==> config.mk <==
export PLATFORM = sky130hd
export DESIGN_NAME = sibct_ctrl
export DESIGN_NICKNAME = d
export VERILOG_FILES = /design/src/rtl/core/sibct_pkg.sv /design/src/rtl/core/sibct_ctrl.sv
export SDC_FILE = /design/constraint.sdc
export NUM_CORES = 1
export LEC_CHECK = 0
export BUFFER_PORTS_ARGS = -buffer_cell sky130_fd_sc_hd__buf_2
export CORE_AREA = 2 2 39 41
export CTS_BUF_LIST = sky130_fd_sc_hd__clkbuf_8
export CTS_CLUSTER_SIZE = 30
export DETAILED_ROUTE_END_ITERATION = 8
export DIE_AREA = 0 0 41 43
export PLACE_DENSITY_LB_ADDON = 0.25
export SYNTH_ARGS = -nofsm -noshare
export SYNTH_HDL_FRONTEND = slang
export SYNTH_SLANG_ARGS = --single-unit
==> constraint.sdc <==
create_clock -name i_clk -period 1.25 [get_ports i_clk]
set_input_delay 0.0625 -clock i_clk [delete_from_list [all_inputs] [get_ports i_clk]]
set_output_delay 0.0625 -clock i_clk [all_outputs]
set_load 0.03 [all_outputs]
==> src/rtl/core/sibct_pkg.sv <==
`timescale 1ns / 1ps
`default_nettype none
package sibct_pkg;
    localparam int BUCKETS      = 256;
    localparam int WAYS         = 4;
    localparam int COUNTER_BITS = 64;
    localparam int BKT_W        = $clog2(BUCKETS);
    localparam int WAY_W        = (WAYS > 1) ? $clog2(WAYS) : 1;

    localparam logic [1:0] ST_COUNTED = 2'd0;
    localparam logic [1:0] ST_SKIPPED = 2'd1;
    localparam logic [1:0] ST_FULL    = 2'd2;

    localparam logic CFG_LOCAL_MAC   = 1'b0;
    localparam logic CFG_COUNT_LOCAL = 1'b1;

    typedef struct packed {
        logic clear;
        logic load;
        logic lookup;
        logic finish;
    } t_ctl;

    typedef struct packed {
        logic skip;
        logic clr_last;
    } t_sts;

    typedef struct packed {
        logic [47:0]             mac;
        logic [63:0]             hi;
        logic [63:0]             lo;
        logic                    v6;
        logic [COUNTER_BITS-1:0] up;
        logic [COUNTER_BITS-1:0] down;
    } t_entry;
endpackage
`default_nettype wire

==> src/rtl/core/sibct_ctrl.sv <==
`timescale 1ns / 1ps
`default_nettype none
module sibct_ctrl (
    input  wire logic          i_clk,
    input  wire logic          i_rst_n,
    input  wire logic          i_start,
    input  wire sibct_pkg::t_sts i_sts,
    output sibct_pkg::t_ctl    o_ctl,
    output logic               o_busy
);
    localparam logic [1:0] S_IDLE  = 2'd0;
    localparam logic [1:0] S_READ  = 2'd1;
    localparam logic [1:0] S_UPD   = 2'd2;
    localparam logic [1:0] S_CLEAR = 2'd3;

    logic [1:0] r_state, n_state;

    always_comb begin
        n_state = r_state;
        o_ctl   = '0;
        unique case (r_state)
            S_IDLE: begin
                if (i_start) begin
                    o_ctl.load = 1'b1;
                    n_state    = S_READ;
                end
            end
            S_READ: begin
                if (i_sts.skip) begin
                    o_ctl.finish = 1'b1;
                    n_state      = S_IDLE;
                end else begin
                    o_ctl.lookup = 1'b1;
                    n_state      = S_UPD;
                end
            end
            S_UPD: begin
                o_ctl.finish = 1'b1;
                n_state      = S_IDLE;
            end
            S_CLEAR: begin
                o_ctl.clear = 1'b1;
                if (i_sts.clr_last) n_state = S_IDLE;
            end
            default: n_state = S_CLEAR;
        endcase
    end

    always_ff @(posedge i_clk) begin
        if (!i_rst_n) r_state <= S_CLEAR;
        else          r_state <= n_state;
    end

    assign o_busy = (r_state != S_IDLE);

    a_load_idle: assert property (@(posedge i_clk) disable iff (!i_rst_n)
        o_ctl.load |-> r_state == S_IDLE) else $error("load outside idle");
    a_lookup_upd: assert property (@(posedge i_clk) disable iff (!i_rst_n)
        o_ctl.lookup |=> r_state == S_UPD) else $error("lookup not followed by update");
    a_finish_idle: assert property (@(posedge i_clk) disable iff (!i_rst_n)
        o_ctl.finish |=> r_state == S_IDLE) else $error("finish not idle");
endmodule
`default_nettype wire

[Yosys cells after proc, flatten, opt, wreduce, memory -nomap -nowiden]
Index checks and enable logic that the tools add are counted.
Storage, ports and cells
  logic and storage cells: 20
  input port bits: 5
  output and inout bits: 5
  register bits after elaboration: 2
Operators by class
  equal/unequal tests: 5
  reductions and logical operators: 3
  mux-type cells: 11
Operators with widths (count)
  2-bit case mux with 4 select lines: 1
  1-bit two-way mux: 6
  2-bit two-way mux: 3
  2-bit equality test (second input constant): 2
  2-bit inequality test (second input constant): 2
  2-bit by 1-bit equality test with 1-bit output (second input constant): 1
  2-bit logical NOT: 1
  1-bit case mux with 2 select lines: 1
  2-bit AND reduction: 1
  2-bit nonzero test: 1

[Logic depth before layout (Yosys ltp)]
Gate-level depths: netlist of the first run.
  depth after elaboration: 3
  gate-level depth with buffers: 5

[Least setup slack after synthesis of the first run]
OpenSTA, ideal clock, no wires.
  path type: register to register
  start: register r_state[0]
  end: register r_state[0]
  setup time: 95 ps
  path buffers: 0
  data arrival time: 1123 ps
  clock period less this slack: 1218 ps
  setup slack: 32 ps
  cell stages (with the launch flop): 5
  data required time: 1155 ps
  path through: dfxtp_1 ha_1 nor2b_1 o21ai_1 o311ai_1
On the way
  longest elaborated chain between the ends: 3
  elaborated cells on any way between the ends: 8
  those cells by class: eq/ne: 5; mux: 1; reduce/logical: 2
RTL lines
  start, declared: RTL line sibct_ctrl.sv:16  | logic [1:0] r_state, n_state;
  start signal, assigned: RTL line sibct_ctrl.sv:51  | else r_state <= n_state;
  2-bit equality test / 2-bit logical NOT (equally long branches): RTL line sibct_ctrl.sv:21  | unique case (r_state)
  2-bit inequality test (no source line)
  2-bit AND reduction (no source line)
Parallel ways exist; a longest one is shown, timed or not.
A chain may end at the register's enable or synchronous reset.

==> results.md, run 1 <==
* Initial antenna violation count at 0
* Type of element capturing the critical path: output port
* Root Buffer: clkbuf_8
* Yosys warns at 0
* Largest regs: r_state: 2 flops
* Clk sink count at 2
* Register Area at 42.5 um2
* Setup TNS at 0 ps
* Peak supply drop at about 0.00052 V
* HP Class: input pin to flip-flop
* Multi-input gate area in the final layout at 183 um2
* Pwr Total at 512 uW
* Worst slew pin tran at 335 ps
* Final period util at 98.1%
* Die ar. at 0.00176 mm2
* Share of cells above drive strength 1 at just over 70%
* Number of I/O port buffers at 9
* Routed vias/inst at around 3.7
* ANT nets after route at 0
* Crit path time final at approximately 1200 ps
* Row cnt at 14
* First-pass DRT Iterations at 1
* Final WL at 470 um
* P&R area growth vs syn at 90.9%
* Initial DRC count at 0
* Status: finished clean
* Worst Path Arrival at 1160 ps
* Max Cap Viol at 0
* Core area at between 0.001 and 0.0015 mm2
* Sequential area share after synthesis at between 20 and 25%
* CP Data Required Time at about 1200 ps
* Die Ht at roughly 43 um
* DR vias at 194
* Pre-CTS setup slack at -4.08 ps
* Die width at roughly 40 um
* Fillers at 153
* CP max FO at 3
* Post-synth top area share at 32.5%
* Placer Congestion at slightly above 0.6
* Final Hold Viols at 0
* Slew margin rel. at 77.6%
* # hold bufs at CTS at 0
* Most common cell after layout, fill and taps aside: buf_2
* Post-Syn Nets at 32
* Reg clk slew, reported paths at 30 ps
* Mapped Cells at 22
* Max-slew violations at 0
* Drt drc at 0
* P per Cell Area at 1390 mW/mm2
* DPL Wire Length at 344 um
* Mean Syn Cell Area at between 8 and 9 um2
* Fmax at 0.815 GHz
* First-pass GRT wire length at ~700 um
* Netlist cell types at 10
* H-tree level count at 1
* Final net count at 48
* Crit path cell chain: buf_4 > ha_2 > a21oi_2 > nor2b_4 > buf_6
* P_leak at 0.170 nW
* Yosys top cell by area: ha_1
* Post-layout worst setup margin at 23.2 ps
* Number of global-route vias before repair at 185
* Grt ovf at 0
* CTS tree: built
* Max Root-Sink Buffers at 2
* Synth area leaders: ha_1, dfxtp_1, nor2b_1, o311ai_1, inv_1
* Final Setup Violations at 0
* Seq cells post-synth at 2
* # IOs at 10
* ANT cells at 0
* Total track usage at ~5.9%
* Layout Skew at about 3 ps
* Largest net degree at the start of global routing at 5
* Area of the mapped netlist at 193 um2
* Setup CP Type: flip-flop to output port
* Biggest register: r_state
* Hold WS at 65.3 ps
* Critical-path top delay cell: dfxtp_2
* Max reg flops at 2
* Wire per inst at 9.04 um
* Clock Latency Late Sink at 210 ps
* Setup crit start kind: flip-flop
* Most frequent cells in the layout: buf_2, nor2b_4, ha_1, clkbuf_8
* CP peak stage delay at 310 ps
* Initial core utilization at between 10% and 20%
* Inserted Clock Buffers at 3
==> logic make-up after synthesis <==
kind of cell	share of synthesized area, %
buffers and inverters	7.79
flip-flops	20.8
adder cells (fa/ha/maj)	32.5
AND/OR/NAND/NOR	22.1
AO/OA/AOI/OAI	16.9
==> routing by layer <==
layer  wire length (um)  up-vias  GRT usage [%]
li1                   -      101              -
met1                157       93           4.79
met2                312        0           10.9
met3                  0        0           1.57
met4                  0        0           4.00
met5                  0        -              0
==> final timing paths <==
| check | from | end | slack [ps] | depth (start not counted) |
|---|---|---|---|---|
| max | r_state[1]$_SDFFE_PN1P_ | o_ctl[0] | 20 | 5 |
| min | i_rst_n | r_state[0]$_SDFFE_PN1P_ | 70 | 2 |
| max reg2reg | r_state[0]$_SDFFE_PN1P_ | r_state[1]$_SDFFE_PN1P_ | 80 | 5 |
| min reg2reg | r_state[1]$_SDFFE_PN1P_ | r_state[1]$_SDFFE_PN1P_ | 610 | 3 |
==> worst max-delay path, delay by kind of cell (launching register included) <==
family          cells  cell delay, ps
buf+inv             2             270
simple gates        1              50
flops               1             310
fa+ha+maj           1             170
compound gates      1             150
==> report_power, final <==
| group | internal [mW] | switching, mW | total (mW) | leakage [nW] |
|---|---|---|---|---|
| combinational | 0.0832 | 0.0994 | 0.183 | 0.132 |
| clock | 0.203 | 0.0434 | 0.246 | 0.0216 |
| sequential | 0.0747 | 0.00781 | 0.0826 | 0.0166 |
==> synthesized netlist by cell type <==
master    n
dfxtp_1   2
o311ai_1  2
nor2b_4   1
a21oi_1   1
ha_1      5
and2_1    1
nand2_1   1
o21ai_1   2
inv_1     4
nor2b_1   3
==> repair_timing <==
| action | 4_1_cts | 5_1_grt |
|---|---|---|
| resized for setup | 5 | 9 |
| pin swaps | 0 | 2 |
| buffers inserted | 2 | 0 |
| setup endpoints to repair | 3 | 4 |
| cloned | 0 | 0 |
==> through the flow <==
stage | area (um2) | utilization [%] | instances
after CTS | 332 | 24.0 | 52
after global placement | 258 | 18.6 | 47
final | 368 | 26.6 | 52
after global routing | 368 | 26.6 | 52
after detailed placement | 258 | 18.6 | 47
after floorplan | 193 | - | 22
==> final cells by class <==
class | instances | area share, %
timing repair buffer | 11 | 18.0
multi-input combinational | 16 | 49.7
sequential | 2 | 11.6
inverter | 4 | 4.08
clock buffer | 3 | 11.2
tap | 16 | 5.44
No activity file was read; power rests on OpenSTA's default activity.
==> run 2, diff against run 1 <==
--- a/config.mk
+++ b/config.mk
@@ -11,6 +11,7 @@
 export CTS_CLUSTER_SIZE = 30
 export DETAILED_ROUTE_END_ITERATION = 8
 export DIE_AREA = 0 0 41 43
+export HOLD_SLACK_MARGIN = 0.12
 export PLACE_DENSITY_LB_ADDON = 0.25
 export SYNTH_ARGS = -nofsm -noshare
 export SYNTH_HDL_FRONTEND = slang
==> results.md, run 2 (synthesis results as in run 1) <==
* Status: finished clean (unchanged)
* Initial antenna violation count at 0 (unchanged)
* Max reg flops at 2 (unchanged)
* Drt drc at 0 (unchanged)
* Root Buffer: clkbuf_8 (unchanged)
* ANT cells at 0 (unchanged)
* Worst R2R Start: r_state[0]$_SDFFE_PN1P_ (unchanged)
* Reg2Reg Depth at 5 (unchanged)
* Crit path time final at 1230 ps (about the same)
* Setup slack, reg-to-reg at 80 ps (about the same)
* H-tree level count at 1 (unchanged)
* Die width at 41 um (unchanged)
* Final net count at 49 (was 48)
* Clk sink count at 2 (unchanged)
* First-pass DRT Iterations at 1 (unchanged)
* Total track usage at 5.91% (unchanged)
* CP max FO at 3 (unchanged)
* Most common cell after layout, fill and taps aside: buf_2 (unchanged)
* Max Root-Sink Buffers at 2 (unchanged)
* Type of element capturing the critical path: output port (unchanged)
* Largest net degree at the start of global routing at 5 (unchanged)
* Util after Layout at 27.3% (was 26.6%)
* Clock Latency Late Sink at 210 ps (about the same)
* Wire per inst at 8.72 um (was 9.04 um)
* P&R area growth vs syn at 96.1% (was 90.9%)
* Biggest register: r_state (unchanged)
* Worst slew pin tran at 335 ps (about the same)
* Worst hold stages at 4 (was 2)
* Hold path startpoint: i_sts[1] (was i_rst_n)
* Initial DRC count at 0 (unchanged)
* Fmax at 0.815 GHz (about the same)
* P per Cell Area at 1360 mW/mm2 (was 1390 mW/mm2)
* Final Hold Viols at 0 (unchanged)
* Stages on the worst setup path at 5 (unchanged)
* Placer Congestion at 0.620 (unchanged)
* Crit path cell chain: buf_4 > ha_2 > a21oi_2 > nor2b_4 > buf_6 (unchanged)
* Setup TNS at 0 ps (unchanged)
* Pwr Total at 514 uW (was 512 uW)
* Share of cells above drive strength 1 at 70.3% (was 72.2%)
* Initial core utilization at 13.9% (unchanged)
* Largest regs: r_state: 2 flops (unchanged)
* Grt ovf at 0 (unchanged)
* Most frequent cells in the layout: buf_2, nor2b_4, ha_1, clkbuf_8 (unchanged)
* Placed cells at 47 (unchanged)
* Final period util at 98.2% (was 98.1%)
* DPL Wire Length at 344 um (unchanged)
* Final Setup Violations at 0 (unchanged)
* ANT nets after route at 0 (unchanged)
* CP Data Required Time at 1190 ps (about the same)
* Number of I/O port buffers at 9 (unchanged)
* CP peak stage delay at 310 ps (about the same)
* CTS tree: built (unchanged)
* Setup CP Type: flip-flop to output port (unchanged)
* FF-to-FF End: r_state[1]$_SDFFE_PN1P_ (unchanged)
* WP buf/inv at 2 (unchanged)
* Reg clk slew, reported paths at 30 ps (about the same)
* Row cnt at 14 (unchanged)
* Setup crit start kind: flip-flop (unchanged)
* Non-filler cells, final at 53 (was 52)
* Core area at 0.00138 mm2 (unchanged)
* Worst Path Arrival at 1160 ps (about the same)
* Die ar. at 0.00176 mm2 (unchanged)
* Max-slew violations at 0 (unchanged)
* Routed vias/inst at 3.70 (was 3.73)
* Peak supply drop at 0.000520 V (was 0.000519 V)
* Inserted Clock Buffers at 3 (unchanged)
* Top delay family on crit path: flip-flops (unchanged)
* Slew margin rel. at 77.6% (about the same)
* Hold EP: r_state[1]$_SDFFE_PN1P_ (was r_state[0]$_SDFFE_PN1P_)
* Layout Skew at 2.99 ps (about the same)
* Max Cap Viol at 0 (unchanged)
* # IOs at 10 (unchanged)
* Die Ht at 43 um (unchanged)
* HP Class: input pin to flip-flop (unchanged)
* Final WL at 462 um (was 470 um)
* P_leak at 0.174 nW (was 0.170 nW)
* DR vias at 196 (was 194)
* Number of global-route vias before repair at 185 (unchanged)
* First-pass GRT wire length at 683 um (unchanged)
* Critical-path top delay cell: dfxtp_2 (unchanged)
-- run 2: changes by cell type in the layout (fill, tap and decap cells not counted) --
cell           previous run  this run
dlygate4sd3_1             0         1
-- run 2: worst reg2reg max path, stage by stage (launching register included) --
cell	delay, ps
dfxtp_2	330
buf_4	140
ha_1	200
nor2b_4	140
o21ai_2	120
o311ai_2	110
-- run 2: final cells by class --
class,count,area [um2]
sequential,2,42.5
multi-input combinational,16,183
timing repair buffer,12,76.3
tap,16,20.0
inverter,4,15.0
clock buffer,3,41.3
fill,151,1010
-- run 2: how the worst max path moves through the flow --
stage	startpoint	to	slack (ps)
floorplan	r_state[0]$_SDFFE_PN1P_	r_state[0]$_SDFFE_PN1P_	30
global placement	r_state[0]$_SDFFE_PN1P_	r_state[1]$_SDFFE_PN1P_	10
detailed placement	r_state[0]$_SDFFE_PN1P_	r_state[1]$_SDFFE_PN1P_	-4
CTS	r_state[0]$_SDFFE_PN1P_	r_state[1]$_SDFFE_PN1P_	10
global route	r_state[1]$_SDFFE_PN1P_	o_ctl[0]	-10
finish	r_state[1]$_SDFFE_PN1P_	o_ctl[0]	20
-- run 2: repair_timing --
| action | in CTS | in global routing |
|---|---|---|
| pin swaps | 0 | 2 |
| gates cloned | 0 | 0 |
| endpoints found under the hold margin | 2 | 0 |
| setup endpoints to repair | 3 | 4 |
| hold buffers | 1 | 0 |
| gates resized for setup | 5 | 9 |
| setup buffers | 2 | 0 |
-- run 2: layer usage --
metal	up-vias	GRT usage, %	wire, um
met3	0	1.57	0
met1	93	4.79	166
li1	103	-	-
met5	-	0	0
met2	0	10.9	296
met4	0	4.00	0
-- run 2: power breakdown --
part	internal [mW]	total (mW)	switching (mW)
clock	0.203	0.246	0.0433
combinational	0.0852	0.185	0.0995
sequential	0.0747	0.0826	0.00785
-- run 2: metrics by stage --
stage | hold WS (ps) | setup WS (ps) | cell area (um2)
global placement | 279 | 12.2 | 258
detailed placement | 278 | -4.08 | 258
global route | 282 | -14.5 | 378
floorplan | 141 | 32.1 | 193
finish | 251 | 23.1 | 378
CTS | 199 | 13.0 | 342
==> run 3, diff against run 2 <==
--- a/config.mk
+++ b/config.mk
@@ -6,11 +6,11 @@
 export NUM_CORES = 1
 export LEC_CHECK = 0
 export BUFFER_PORTS_ARGS = -buffer_cell sky130_fd_sc_hd__buf_2
-export CORE_AREA = 2 2 39 41
+export CORE_AREA = 5 5 42 44
 export CTS_BUF_LIST = sky130_fd_sc_hd__clkbuf_8
 export CTS_CLUSTER_SIZE = 30
 export DETAILED_ROUTE_END_ITERATION = 8
-export DIE_AREA = 0 0 41 43
+export DIE_AREA = 0 0 47 49
 export HOLD_SLACK_MARGIN = 0.12
 export PLACE_DENSITY_LB_ADDON = 0.25
 export SYNTH_ARGS = -nofsm -noshare
==> results.md, run 3 (synthesis results as in run 1) <==
* P_leak at 0.188 nW (was 0.174 nW)
* Setup CP Type: flip-flop to output port (unchanged)
* Worst slew pin tran at 214 ps (was 335 ps)
* Clk sink count at 2 (unchanged)
* Biggest register: r_state (unchanged)
* Die Ht at 49 um (was 43 um)
* Slew margin rel. at 85.5% (was 77.6%)
* Max Root-Sink Buffers at 2 (unchanged)
* Initial core utilization at 13.8% (was 13.9%)
* HP Class: input pin to flip-flop (unchanged)
* Total track usage at 5.98% (was 5.91%)
* Initial DRC count at 0 (unchanged)
* Max-slew violations at 0 (unchanged)
* Non-filler cells, final at 56 (was 53)
* Core area at 0.00140 mm2 (was 0.00138 mm2)
* Wire per inst at 9.80 um (was 8.72 um)
* ANT nets after route at 0 (unchanged)
* Most frequent cells in the layout: buf_2, buf_4, inv_1, clkbuf_8, buf_6 (was buf_2, nor2b_4, ha_1, clkbuf_8)
* Critical-path top delay cell: dfxtp_2 (unchanged)
* Clock Latency Late Sink at 210 ps (about the same)
* Peak supply drop at 0.000274 V (was 0.000520 V)
* Grt met2 use at 5.88% (was 10.9%)
* Max Cap Viol at 0 (unchanged)
* P&R area growth vs syn at 114% (was 96.1%)
* First-pass DRT Iterations at 1 (unchanged)
* RSZ-0062 raised after global routing: yes
* Die width at 47 um (was 41 um)
* Number of I/O port buffers at 9 (unchanged)
* DR vias at 206 (was 196)
* GRT met1 Usage at 8.99% (was 4.79%)
* Setup crit start kind: flip-flop (unchanged)
* Routed vias/inst at 3.68 (was 3.70)
* Most common cell after layout, fill and taps aside: buf_2 (unchanged)
* Placed cells at 49 (was 47)
* WP buf/inv at 2 (unchanged)
* H-tree level count at 1 (unchanged)
* Crit path time final at 1240 ps (was 1230 ps)
* Status: finished clean (unchanged)
* First-pass GRT wire length at 938 um (was 683 um)
* Global route hottest layer: met1 (was met2)
* ANT cells at 0 (unchanged)
* Grt met3 use at 2.21% (was 1.57%)
* Final Hold Viols at 0 (unchanged)
* Max reg flops at 2 (unchanged)
* Drt drc at 0 (unchanged)
* Top delay family on crit path: flip-flops (unchanged)
* Inserted Clock Buffers at 3 (unchanged)
* Grt ovf at 0 (unchanged)
* DPL Wire Length at 356 um (was 344 um)
* Type of element capturing the critical path: output port (unchanged)
* CP peak stage delay at 320 ps (was 310 ps)
* Fmax at 0.806 GHz (was 0.815 GHz)
* Worst Path Arrival at 1180 ps (was 1160 ps)
* CTS tree: built (unchanged)
* Initial antenna violation count at 0 (unchanged)
* Util after Layout at 29.5% (was 27.3%)
* Root Buffer: clkbuf_8 (unchanged)
* Row cnt at 14 (unchanged)
* Final period util at 99.2% (was 98.2%)
* Number of global-route vias before repair at 232 (was 185)
* CP Data Required Time at 1190 ps (about the same)
* Final net count at 52 (was 49)
* Largest net degree at the start of global routing at 5 (unchanged)
* Placer Congestion at 0.644 (was 0.620)
* Layout Skew at 0.184 ps (was 2.99 ps)
* Final Setup Violations at 0 (unchanged)
* # IOs at 10 (unchanged)
* Crit path cell chain: inv_1 > ha_2 > nor2b_1 > buf_4 (was buf_4 > ha_2 > a21oi_2 > nor2b_4 > buf_6)
* Reg clk slew, reported paths at 30 ps (about the same)
* Share of cells above drive strength 1 at 75.0% (was 70.3%)
* P per Cell Area at 1290 mW/mm2 (was 1360 mW/mm2)
* CP max FO at 2 (was 3)
* Largest regs: r_state: 2 flops (unchanged)
* Final WL at 549 um (was 462 um)
* Die ar. at 0.00230 mm2 (was 0.00176 mm2)
[run 3: changes by cell type in the layout (fill, tap and decap cells not counted), sizes merged]
cell | previous run | this run
buf | 11 | 14
[run 3: worst register-to-register path: stages (launching register included)]
cell and delay, ps:
dfxtp_2 320, buf_4 120, ha_2 180, nor2b_4 160
nand2_1 70, o311ai_1 210
[run 3: where the power goes]
group / internal, mW / switching [mW] / total (mW)
combinational: 0.0960 / 0.102 / 0.198
clock: 0.204 / 0.0501 / 0.254
sequential: 0.0746 / 0.00616 / 0.0808
total: 0.374 / 0.158 / 0.532
[run 3: final timing paths]
check / slack [ps] / start / cells after the start / to
hold / removal: 220 / i_sts[1] / 4 / r_state[1]$_SDFFE_PN1P_
setup reg to reg: 80 / r_state[0]$_SDFFE_PN1P_ / 5 / r_state[1]$_SDFFE_PN1P_
hold reg to reg: 600 / r_state[0]$_SDFFE_PN1P_ / 3 / r_state[0]$_SDFFE_PN1P_
setup / recovery: 9 / r_state[0]$_SDFFE_PN1P_ / 4 / o_ctl[0]
[run 3: area by class of cell]
type,count,area (um2)
fillers,159,988
clock buffers,3,41.3
repair buffers,15,111
inverters,4,15.0
multi-input cells,16,183
well taps,16,20.0
flip-flops and latches,2,42.5
[run 3: stage by stage]
step | setup WS [ps] | total power [mW] | hold slack (ps) | instance area, um2 | TNS [ps]
after global routing | -35.0 | 0.574 | 252 | 413 | -54.4
after floorplan | 32.1 | 0.173 | 141 | 193 | 0
after CTS | -12.5 | 0.515 | 209 | 369 | -12.5
final | 9.44 | 0.532 | 217 | 413 | 0
after global placement | 45.0 | 0.218 | 270 | 273 | 0
after detailed placement | 46.6 | 0.215 | 264 | 273 | 0
[run 3: per-layer routing]
| layer | up-vias | share of wire, % | routed length [um] |
|---|---|---|---|
| met5 | - | 0 | 0 |
| met4 | 0 | 0 | 0 |
| met3 | 0 | 10 | 57 |
| met2 | 10 | 40 | 220 |
| met1 | 88 | 49 | 270 |
| li1 | 108 | - | - |
[run 3: what timing repair did]
item	CTS	global route
hold buffers	1	0
endpoints found under the setup margin	4	6
hold endpoints to repair	2	0
gates resized for setup	9	12
pin swaps	0	1
setup buffers	2	1
